`src/rrts_pkg.sv`:
```
package rrts_pkg;

    localparam int OP_W         = 2;
    localparam int DURATION_W   = 32;
    localparam int SLOT_FIELD_W = 4;
    localparam int SLICE_W      = 16;
    localparam int TICK_W       = 64;

    // operation codes
    localparam logic [OP_W-1:0] OP_TICK  = 2'd0;
    localparam logic [OP_W-1:0] OP_SLEEP = 2'd1;
    localparam logic [OP_W-1:0] OP_YIELD = 2'd2;
    localparam logic [OP_W-1:0] OP_ADMIT = 2'd3;

    // slot table codes
    localparam logic [1:0] ST_EMPTY    = 2'd0;
    localparam logic [1:0] ST_READY    = 2'd1;
    localparam logic [1:0] ST_RUNNING  = 2'd2;
    localparam logic [1:0] ST_SLEEPING = 2'd3;

    localparam logic [SLICE_W-1:0] TIME_SLICE_RESET = 16'd30;

    typedef struct packed {
        logic [OP_W-1:0]         operation;
        logic [DURATION_W-1:0]   duration;
        logic [SLOT_FIELD_W-1:0] task_slot;
    } req_t;

    typedef struct packed {
        logic [SLOT_FIELD_W-1:0] running_slot;
        logic                    running_valid;
        logic                    switched;
    } rsp_t;

    typedef struct packed {
        logic load;
        logic tick_upd;
        logic wake_start;
        logic sleep_wr;
        logic search_start;
        logic admit_rd;
        logic admit_wr;
        logic commit_a;
        logic commit_b;
        logic rsp_load;
    } dp_cmd_t;

    typedef struct packed {
        logic [OP_W-1:0] operation;
        logic            resched;
        logic            scan_active;
        logic            scan_done;
        logic            rsp_free;
    } dp_status_t;

endpackage

```
`src/rrts_ctrl.sv`:
```
module rrts_ctrl (
    input  logic                 clk,
    input  logic                 rst_n,
    input  logic                 req_valid,
    output logic                 req_stall,
    input  rrts_pkg::dp_status_t status,
    output rrts_pkg::dp_cmd_t    cmd
);
    import rrts_pkg::*;

    typedef enum logic [2:0] {
        S_IDLE,
        S_DECODE,
        S_WAKE,
        S_SEARCH,
        S_COMMIT,
        S_ADMIT,
        S_RESULT
    } state_t;

    state_t state_reg;
    state_t state_next;

    assign req_stall = (state_reg != S_IDLE);

    always_comb
    begin
        cmd        = '0;
        state_next = state_reg;
        case (state_reg)
            S_IDLE:
            begin
                if (req_valid)
                begin
                    cmd.load   = 1'b1;
                    state_next = S_DECODE;
                end
            end
            S_DECODE:
            begin
                case (status.operation)
                    OP_TICK:
                    begin
                        cmd.tick_upd   = 1'b1;
                        cmd.wake_start = 1'b1;
                        state_next     = S_WAKE;
                    end
                    OP_SLEEP:
                    begin
                        cmd.sleep_wr     = 1'b1;
                        cmd.search_start = 1'b1;
                        state_next       = S_SEARCH;
                    end
                    OP_YIELD:
                    begin
                        cmd.search_start = 1'b1;
                        state_next       = S_SEARCH;
                    end
                    OP_ADMIT:
                    begin
                        cmd.admit_rd = 1'b1;
                        state_next   = S_ADMIT;
                    end
                    default:
                    begin
                        state_next = S_RESULT;
                    end
                endcase
            end
            S_WAKE:
            begin
                if (status.scan_done)
                begin
                    if (status.resched)
                    begin
                        cmd.search_start = 1'b1;
                        state_next       = S_SEARCH;
                    end
                    else
                    begin
                        state_next = S_RESULT;
                    end
                end
            end
            S_SEARCH:
            begin
                if (status.scan_done)
                begin
                    cmd.commit_a = 1'b1;
                    state_next   = S_COMMIT;
                end
            end
            S_COMMIT:
            begin
                cmd.commit_b = 1'b1;
                state_next   = S_RESULT;
            end
            S_ADMIT:
            begin
                cmd.admit_wr = 1'b1;
                state_next   = S_RESULT;
            end
            S_RESULT:
            begin
                // wait for the result register to be free
                if (status.rsp_free)
                begin
                    cmd.rsp_load = 1'b1;
                    state_next   = S_IDLE;
                end
            end
            default:
            begin
                state_next = S_IDLE;
            end
        endcase
    end

    always_ff @(posedge clk or negedge rst_n)
    begin
        if (!rst_n)
        begin
            state_reg <= S_IDLE;
        end
        else
        begin
            state_reg <= state_next;
        end
    end

endmodule

```
`src/rrts_dp.sv`:
```
module rrts_dp #(
    parameter int MAX_TASKS = 16
) (
    input  logic                                clk,
    input  logic                                rst_n,
    input  rrts_pkg::dp_cmd_t                   cmd,
    output rrts_pkg::dp_status_t                status,
    input  rrts_pkg::req_t                      req,
    input  logic                                cfg_wr_en,
    input  logic [rrts_pkg::SLICE_W-1:0]        cfg_wr_data,
    input  logic                                rsp_stall,
    output logic                                rsp_valid,
    output rrts_pkg::rsp_t                      rsp
);
    import rrts_pkg::*;

    localparam int SLOT_W = (MAX_TASKS > 1) ? $clog2(MAX_TASKS) : 1;
    localparam int CNT_W  = $clog2(MAX_TASKS + 1);
    localparam int ADM_W  = SLOT_W + SLOT_FIELD_W;
    localparam logic [SLOT_W-1:0] LAST_IDX = SLOT_W'(MAX_TASKS - 1);
    localparam logic [CNT_W-1:0]  SCAN_LEN = CNT_W'(MAX_TASKS);
    localparam logic [ADM_W-1:0]  TASKS_WIDE = ADM_W'(MAX_TASKS);

    // slot table and wake times
    logic [1:0]        st_mem   [MAX_TASKS];
    logic [TICK_W-1:0] wake_mem [MAX_TASKS];
    logic [MAX_TASKS-1:0] st_vld_reg;
    logic [1:0]        st_rd_reg;
    logic              vld_rd_reg;
    logic [TICK_W-1:0] wake_rd_reg;

    req_t              req_reg;
    logic [TICK_W-1:0] tick_reg;
    logic [SLICE_W-1:0] slice_reg;
    logic [SLICE_W-1:0] time_slice_reg;
    logic [SLOT_W-1:0] cur_reg;
    logic              cur_valid_reg;
    logic              resched_reg;
    logic              switched_reg;
    logic              rsp_valid_reg;
    rsp_t              rsp_reg;

    // scanner
    logic              active_reg;
    logic              search_reg;
    logic [CNT_W-1:0]  issue_reg;
    logic              pend_reg;
    logic              found_reg;
    logic [SLOT_W-1:0] rd_idx_reg;
    logic [SLOT_W-1:0] pend_idx_reg;
    logic [SLOT_W-1:0] cand_reg;

    logic [ADM_W-1:0]  adm_wide;
    logic              adm_ok;
    logic [SLOT_W-1:0] adm_idx;
    logic [ADM_W-1:0]  cur_wide;
    logic              rd_issue;
    logic              rd_en;
    logic [SLOT_W-1:0] rd_addr;
    logic [1:0]        st_eff;
    logic              is_cur;
    logic              sleep_op;
    logic              cand_ready;
    logic              wake_hit;
    logic              found_hit;
    logic              scan_done;
    logic              wr_en;
    logic [SLOT_W-1:0] wr_addr;
    logic [1:0]        wr_data;
    logic [TICK_W-1:0] tick_inc;
    logic [TICK_W-1:0] wake_sum;
    logic [SLICE_W-1:0] slice_inc;
    logic              wrap;
    logic              rsp_free;

    function automatic logic [SLOT_W-1:0] step_idx(input logic [SLOT_W-1:0] x);
        return (x == LAST_IDX) ? '0 : SLOT_W'(x + 1'b1);
    endfunction

    assign adm_wide = ADM_W'(req_reg.task_slot);
    assign adm_ok   = (adm_wide < TASKS_WIDE);
    assign adm_idx  = adm_wide[SLOT_W-1:0];
    assign cur_wide = ADM_W'(cur_reg);

    assign rd_issue = active_reg && (issue_reg != SCAN_LEN) && !(search_reg && found_reg);
    assign rd_en    = rd_issue || cmd.admit_rd;
    assign rd_addr  = cmd.admit_rd ? adm_idx : rd_idx_reg;

    // an entry never written reads as empty
    assign st_eff   = vld_rd_reg ? st_rd_reg : ST_EMPTY;
    assign sleep_op = (req_reg.operation == OP_SLEEP);
    assign is_cur   = cur_valid_reg && (pend_idx_reg == cur_reg);
    // the running task counts as ready, unless it is going to sleep
    assign cand_ready = is_cur ? !sleep_op : (st_eff == ST_READY);

    assign wake_hit  = active_reg && !search_reg && pend_reg &&
                       (st_eff == ST_SLEEPING) && (wake_rd_reg <= tick_reg);
    assign found_hit = active_reg && search_reg && pend_reg && !found_reg && cand_ready;
    assign scan_done = active_reg && !rd_issue && !pend_reg;

    assign tick_inc  = tick_reg + 64'd1;
    assign wake_sum  = tick_reg + TICK_W'(req_reg.duration);
    assign slice_inc = slice_reg + 16'd1;
    assign wrap      = (slice_inc >= time_slice_reg);
    assign rsp_free  = !rsp_valid_reg || !rsp_stall;

    always_comb
    begin
        wr_en   = 1'b0;
        wr_addr = pend_idx_reg;
        wr_data = ST_READY;
        if (wake_hit)
        begin
            wr_en = 1'b1;
        end
        else if (cmd.admit_wr)
        begin
            wr_en   = adm_ok && (st_eff == ST_EMPTY);
            wr_addr = adm_idx;
        end
        else if (cmd.commit_a)
        begin
            // demote or park the old task unless it keeps running
            wr_en   = cur_valid_reg && (!found_reg || (cand_reg != cur_reg));
            wr_addr = cur_reg;
            wr_data = sleep_op ? ST_SLEEPING : ST_READY;
        end
        else if (cmd.commit_b)
        begin
            wr_en   = found_reg && !(cur_valid_reg && (cand_reg == cur_reg));
            wr_addr = cand_reg;
            wr_data = ST_RUNNING;
        end
    end

    always_ff @(posedge clk)
    begin
        if (wr_en)
        begin
            st_mem[wr_addr] <= wr_data;
        end
        if (cmd.sleep_wr && cur_valid_reg)
        begin
            wake_mem[cur_reg] <= wake_sum;
        end
        if (rd_en)
        begin
            st_rd_reg   <= st_mem[rd_addr];
            wake_rd_reg <= wake_mem[rd_addr];
            vld_rd_reg  <= st_vld_reg[rd_addr];
        end
    end

    always_ff @(posedge clk)
    begin
        if (cmd.load)
        begin
            req_reg <= req;
        end
        if (cmd.wake_start)
        begin
            rd_idx_reg <= '0;
        end
        else if (cmd.search_start)
        begin
            rd_idx_reg <= step_idx(cur_reg);
        end
        else if (rd_issue)
        begin
            rd_idx_reg <= step_idx(rd_idx_reg);
        end
        if (rd_issue)
        begin
            pend_idx_reg <= rd_idx_reg;
        end
        if (found_hit)
        begin
            cand_reg <= pend_idx_reg;
        end
        if (cmd.rsp_load)
        begin
            rsp_reg.running_slot  <= cur_valid_reg ? cur_wide[SLOT_FIELD_W-1:0] : '0;
            rsp_reg.running_valid <= cur_valid_reg;
            rsp_reg.switched      <= switched_reg;
        end
    end

    always_ff @(posedge clk or negedge rst_n)
    begin
        if (!rst_n)
        begin
            st_vld_reg     <= '0;
            tick_reg       <= '0;
            slice_reg      <= '0;
            time_slice_reg <= TIME_SLICE_RESET;
            cur_reg        <= '0;
            cur_valid_reg  <= 1'b0;
            resched_reg    <= 1'b0;
            switched_reg   <= 1'b0;
            rsp_valid_reg  <= 1'b0;
            active_reg     <= 1'b0;
            search_reg     <= 1'b0;
            issue_reg      <= '0;
            pend_reg       <= 1'b0;
            found_reg      <= 1'b0;
        end
        else
        begin
            if (wr_en)
            begin
                st_vld_reg[wr_addr] <= 1'b1;
            end
            if (cfg_wr_en)
            begin
                time_slice_reg <= cfg_wr_data;
            end
            if (cmd.tick_upd)
            begin
                tick_reg    <= tick_inc;
                slice_reg   <= wrap ? '0 : slice_inc;
                resched_reg <= wrap || !cur_valid_reg;
            end
            if (cmd.load)
            begin
                switched_reg <= 1'b0;
            end
            if (cmd.commit_b)
            begin
                cur_reg       <= found_reg ? cand_reg : cur_reg;
                cur_valid_reg <= found_reg;
                switched_reg  <= 1'b1;
            end

            pend_reg <= rd_issue;
            if (rd_issue)
            begin
                issue_reg <= issue_reg + 1'b1;
            end
            if (found_hit)
            begin
                found_reg <= 1'b1;
            end
            if (scan_done)
            begin
                active_reg <= 1'b0;
            end
            if (cmd.wake_start || cmd.search_start)
            begin
                active_reg <= 1'b1;
                search_reg <= cmd.search_start;
                issue_reg  <= '0;
                found_reg  <= 1'b0;
            end

            if (cmd.rsp_load)
            begin
                rsp_valid_reg <= 1'b1;
            end
            else if (!rsp_stall)
            begin
                rsp_valid_reg <= 1'b0;
            end
        end
    end

    assign status.operation   = req_reg.operation;
    assign status.resched     = resched_reg;
    assign status.scan_active = active_reg;
    assign status.scan_done   = scan_done;
    assign status.rsp_free    = rsp_free;

    assign rsp_valid = rsp_valid_reg;
    assign rsp       = rsp_reg;

endmodule

```
`src/round_robin_tick_scheduler.sv`:
```
// One item at a time, from accept until the result register is loaded:
//   admit checks its slot, yield or sleep searches, a tick wakes and searches on a reschedule.
// The slot scans (wake compare and ready search) visit one slot per cycle through the
// single read port of the slot table; the next item is taken the cycle after the load.
// Reset clears the slot table through per-slot valid bits at once (no clearing pass),
// zeroes tick and slice counts, leaves no task running and sets time_slice to 30.
module round_robin_tick_scheduler #(
    parameter int MAX_TASKS = 16
) (
    input  logic                         clk,
    input  logic                         rst_n,
    input  logic                         req_valid,
    output logic                         req_stall,
    input  rrts_pkg::req_t               req,
    output logic                         rsp_valid,
    input  logic                         rsp_stall,
    output rrts_pkg::rsp_t               rsp,
    input  logic                         cfg_wr_en,
    input  logic [rrts_pkg::SLICE_W-1:0] cfg_wr_data
);
    import rrts_pkg::*;

    dp_cmd_t    cmd;
    dp_status_t status;

    rrts_ctrl u_ctrl (
        .clk       (clk),
        .rst_n     (rst_n),
        .req_valid (req_valid),
        .req_stall (req_stall),
        .status    (status),
        .cmd       (cmd)
    );

    rrts_dp #(
        .MAX_TASKS (MAX_TASKS)
    ) u_dp (
        .clk         (clk),
        .rst_n       (rst_n),
        .cmd         (cmd),
        .status      (status),
        .req         (req),
        .cfg_wr_en   (cfg_wr_en),
        .cfg_wr_data (cfg_wr_data),
        .rsp_stall   (rsp_stall),
        .rsp_valid   (rsp_valid),
        .rsp         (rsp)
    );

    // idle result carries slot zero
    a_idle_slot: assert property (@(posedge clk) disable iff (!rst_n)
        rsp_valid && !rsp.running_valid |-> rsp.running_slot == '0)
        else $error("idle result with nonzero slot");

    // an accepted item holds off the next one
    a_busy_after_accept: assert property (@(posedge clk) disable iff (!rst_n)
        req_valid && !req_stall |=> req_stall)
        else $error("item accepted back to back");

    // no slot scan may run while items are being accepted
    a_scan_quiet: assert property (@(posedge clk) disable iff (!rst_n)
        !req_stall |-> !status.scan_active)
        else $error("slot scan active while idle");

endmodule
```
`config.mk`:
```
export PLATFORM = sky130hd
export DESIGN_NAME = round_robin_tick_scheduler
export DESIGN_NICKNAME = d
export VERILOG_FILES = /design/src/rrts_pkg.sv /design/src/rrts_ctrl.sv /design/src/rrts_dp.sv /design/src/round_robin_tick_scheduler.sv
export SDC_FILE = /design/constraint.sdc
export NUM_CORES = 2
export LEC_CHECK = 0
export ABC_AREA = 1
export BUFFER_PORTS_ARGS = -buffer_cell sky130_fd_sc_hd__buf_2
export CAP_MARGIN = 20
export CORE_ASPECT_RATIO = 1.2
export CORE_UTILIZATION = 44
export DETAILED_ROUTE_END_ITERATION = 10
export PLACE_DENSITY = 0.63
export SLEW_MARGIN = 40
export SYNTH_ARGS = -nofsm -noshare
export SYNTH_HDL_FRONTEND = slang
export SYNTH_SLANG_ARGS = --single-unit
```
`constraint.sdc`:
```
create_clock -name clk -period 8.97 [get_ports clk]
set_clock_uncertainty 0.05 [all_clocks]
set_input_delay 0.4485 -clock clk [delete_from_list [all_inputs] [get_ports clk]]
set_output_delay 0.4485 -clock clk [all_outputs]
set_load 0.02 [all_outputs]
```
==> impl_metrics.toml <==
[status]
status = "complete, no violations"

[final_layout]
ff_latch_area_sq_um = 38700
layout-drive-gt1-share_pct = 9.14
largest_register_ffs = 1024
multi_input_area_sq_um = 15800
nets = 4894
nFillCells = 10700
area_delta_synth_final_pct = 13.5

[pwr]
seq_power_share_pct = 54.9
sw_frac_of_total_pct = 19.8
internal_power_mw = 9.60
clkPwrFrac_pct = 44.5
peakVddDrop_mv = 0.189
p_leak_nw = 20.7
p_sw_mw = 2.36
power.density_nw_per_um2 = 188
power_mw = 12.0
power_frac_comb_pct = 0.6

[sta]
rsz0062_at_grt = "false"
setup_tns_ns = 0
slew_violations = 0
slew_headroom_pct = 38.3
worst_slack_ns = 4.41
finalCritPeriodShare_pct = 50.8
hold_viol = 0
fmax_mhz = 219
tightest_slew_ns = 0.919
min_period_ns = 4.56
finalSetupViolCount = 0

[drt]
postRouteAntennaNets = 0
wl_per_cell_microns = 24.0
drc_errors = 0
vias = 37500
drt-pass1-iter-count = 8
routed_wl_microns = 155000
drt_iter0_drc = 3992
via_per_inst = 5.79

[floorplan]
initial_core_util_pct = 44.3
rows = 143
die_area_sq_um = 129000
die_x_microns = 328
core_area_sq_um = 126000
fp.dieH_microns = 393
ios = 67

[worst_setup_path]
cp-start-kind = "register"
crit_fanout = 16
endpoint_kind = "register"
arrival_ns = 4.96
crit_type = "register to register"
worst_r2r_path_depth = 15
worst-endpoint-required_ns = 9.37

[clocking]
ctsHoldBuffers = 56
cts_setup_buffers = 0
numClockSinks = 1311
cts.clk_slew.worst_paths_ns = 0.06
clock_path_buffers = 3
h-tree-depth = 3
cts_resized = 0
numCtsBuffers = 121
cts-root-buf = "clkbuf_16"
insertion_delay_ns = 0.77
cts_tree = "built"

[global_route]
grt_antenna_before_repair = 0
grt_pass1_vias = 36800
grt_max_degree = 192
grt_pass1_wl_microns = 230000
overflow = 0
grt_usage_pct = 24.0

[run]
drv_cap = 0

[hold_path]
hold_depth = 4
hp-class = "primary input to register"

[logic_synthesis]
synth_edf_count = 1175
yosys_warnings = 0
synth_largest_area_cell = "edfxtp_1"
synthTopCellsByArea = "edfxtp_1, dfrtp_1, o21ai_0"
async_reset_ff_share_pct = 10.1
synth_seq_area_share_pct = 69.1
yosysUniqueCellTypes = 54
synth-main-ff-cell = "edfxtp_1"
synth_nets = 4797
synthCells = 4611
yosysTopAreaCellShare_pct = 63.0
avgSynthCellArea_sq_um = 12.1
ys_seq_elements = 1311
syn_area_sq_um = 56000

[placed_design]
gp_congestion = 0.967
place_ws_ns = 4.44
port_buffers = 66
hpwl_microns = 87800
## cells in the mapped netlist (3+ instances only)
cell type  count
o21bai_1       4
dfrtp_1      128
nand2_1      407
buf_4          3
inv_2          6
dfxtp_1        4
o211ai_1      73
buf_2         33
nor4_1        19
dfstp_2        4
xor2_1       123
o21a_1        12
nor2_4         3
o22ai_1       68
clkinv_1       3
nor2_1       698
buf_1         17
ha_1         126
xnor2_1       20
nand4_1       28
nor3_1        50
o21ai_1       16
a21o_1         3
clkbuf_1     178
a31oi_1       11
nor2_2         3
o21ai_0      625
nand3_1      140
nand3b_1       3
nand2_2        6
a21oi_1       97
o221ai_1     202
a21boi_0       4
edfxtp_1    1175
inv_1        294
## logic make-up (layout without fill, tap and decap cells)
family / count (synthesis) / after routing / share of synthesized area [%]
multiplexers: 1 / 1 / 0.0201
AND/OR/NAND/NOR: 1370 / 1370 / 10.1
XOR/XNOR: 143 / 143 / 2.24
other: 0 / 1 / 0
adder cells (fa/ha/maj): 127 / 127 / 2.85
AO/OA/AOI/OAI: 1124 / 1124 / 12.1
buffers and inverters: 535 / 738 / 3.68
flip-flops: 1311 / 1311 / 69.1
## power groups by stage
stage	Clock [mW]	Combinational (mW)	Sequential [mW]
6_report	5.32	0.0695	6.57
5_1_grt	5.60	0.0775	6.57
4_1_cts	5.38	0.0700	6.57
3_5_place_dp	0	0.0492	6.70
3_3_place_gp	0	0.0486	6.70
2_1_floorplan	0	0.0155	6.70
## metal layers
metal | vias to the layer above | GRT usage, % | routed length (microns)
met4 | 0 | 8.38 | 4460
met3 | 255 | 2.52 | 10100
met5 | - | 0 | 0
met2 | 1484 | 41.2 | 77000
li1 | 17000 | - | -
met1 | 18800 | 31.5 | 63900
## final cells by class
| cell class | instances | area share, % |
|---|---|---|
| antenna | 1 | 0.00394 |
| clock buffer | 154 | 5.12 |
| clock inverter | 75 | 1.37 |
| inverter | 303 | 1.84 |
| multi-input combinational | 2765 | 24.8 |
| sequential | 1311 | 60.9 |
| tap | 1667 | 3.28 |
| timing repair buffer | 206 | 2.70 |
## through the flow
stage	hold slack [ns]	util, %	cells	instance area (sq um)
2_1_floorplan	0.103	-	4611	56000
3_3_place_gp	0.379	46.1	6189	58300
3_5_place_dp	0.388	46.5	6194	58800
4_1_cts	0.0284	50.2	6479	63500
5_1_grt	0.117	50.2	6481	63500
6_report	0.0518	50.2	6482	63500
## path summary, 6_finish.rpt
kind | startpoint | to | slack (ns)
max in group asynchronous | rst_n | u_dp.tick_reg[34] | 7.47
worst max register to register | u_dp.tick_reg[0] | u_dp.wake_mem[5][48] | 4.41
min in group asynchronous | rst_n | u_dp.cur_reg[2] | 0.27
worst min register to register | u_dp.st_vld_reg[3] | u_dp.st_vld_reg[3] | 0.41
worst max-delay path | u_dp.tick_reg[0] | u_dp.wake_mem[5][48] | 4.41
worst min-delay path | req_valid | u_dp.switched_reg | 0.05
## layout by cell type, fill, tap and decap left out, drive strengths merged, types with 11 or more instances in the layout
| cell type | n |
|---|---|
| buf | 150 |
| o221ai | 202 |
| ha | 126 |
| o22ai | 68 |
| clkinv | 49 |
| nor3 | 53 |
| o211ai | 73 |
| xnor2 | 20 |
| clkbuf | 154 |
| nand2 | 415 |
| inv | 306 |
| bufinv | 14 |
| edfxtp | 1175 |
| nor4 | 21 |
| o21ai | 642 |
| dlygate4sd3 | 56 |
| a21oi | 97 |
| nor2 | 704 |
| nand3 | 141 |
| o21a | 12 |
| nand4 | 28 |
| dfrtp | 128 |
| xor2 | 123 |
| a31oi | 11 |
## critical path, stage by stage (launching register included)
cell      delay (ns)
dfrtp_1         0.48
ha_1            0.21
inv_1           0.05
fa_1            0.42
inv_1           0.08
nand3_1         0.06
nand2_1         0.14
a21oi_1         0.16
o21bai_1        0.31
a21boi_0        0.27
o21ai_0         0.46
nand2_1         0.10
nand2_1         0.43
nand2_1         0.20
nor2_1          0.21
xor2_2          0.61
Power figures use the tool's default switching activity.
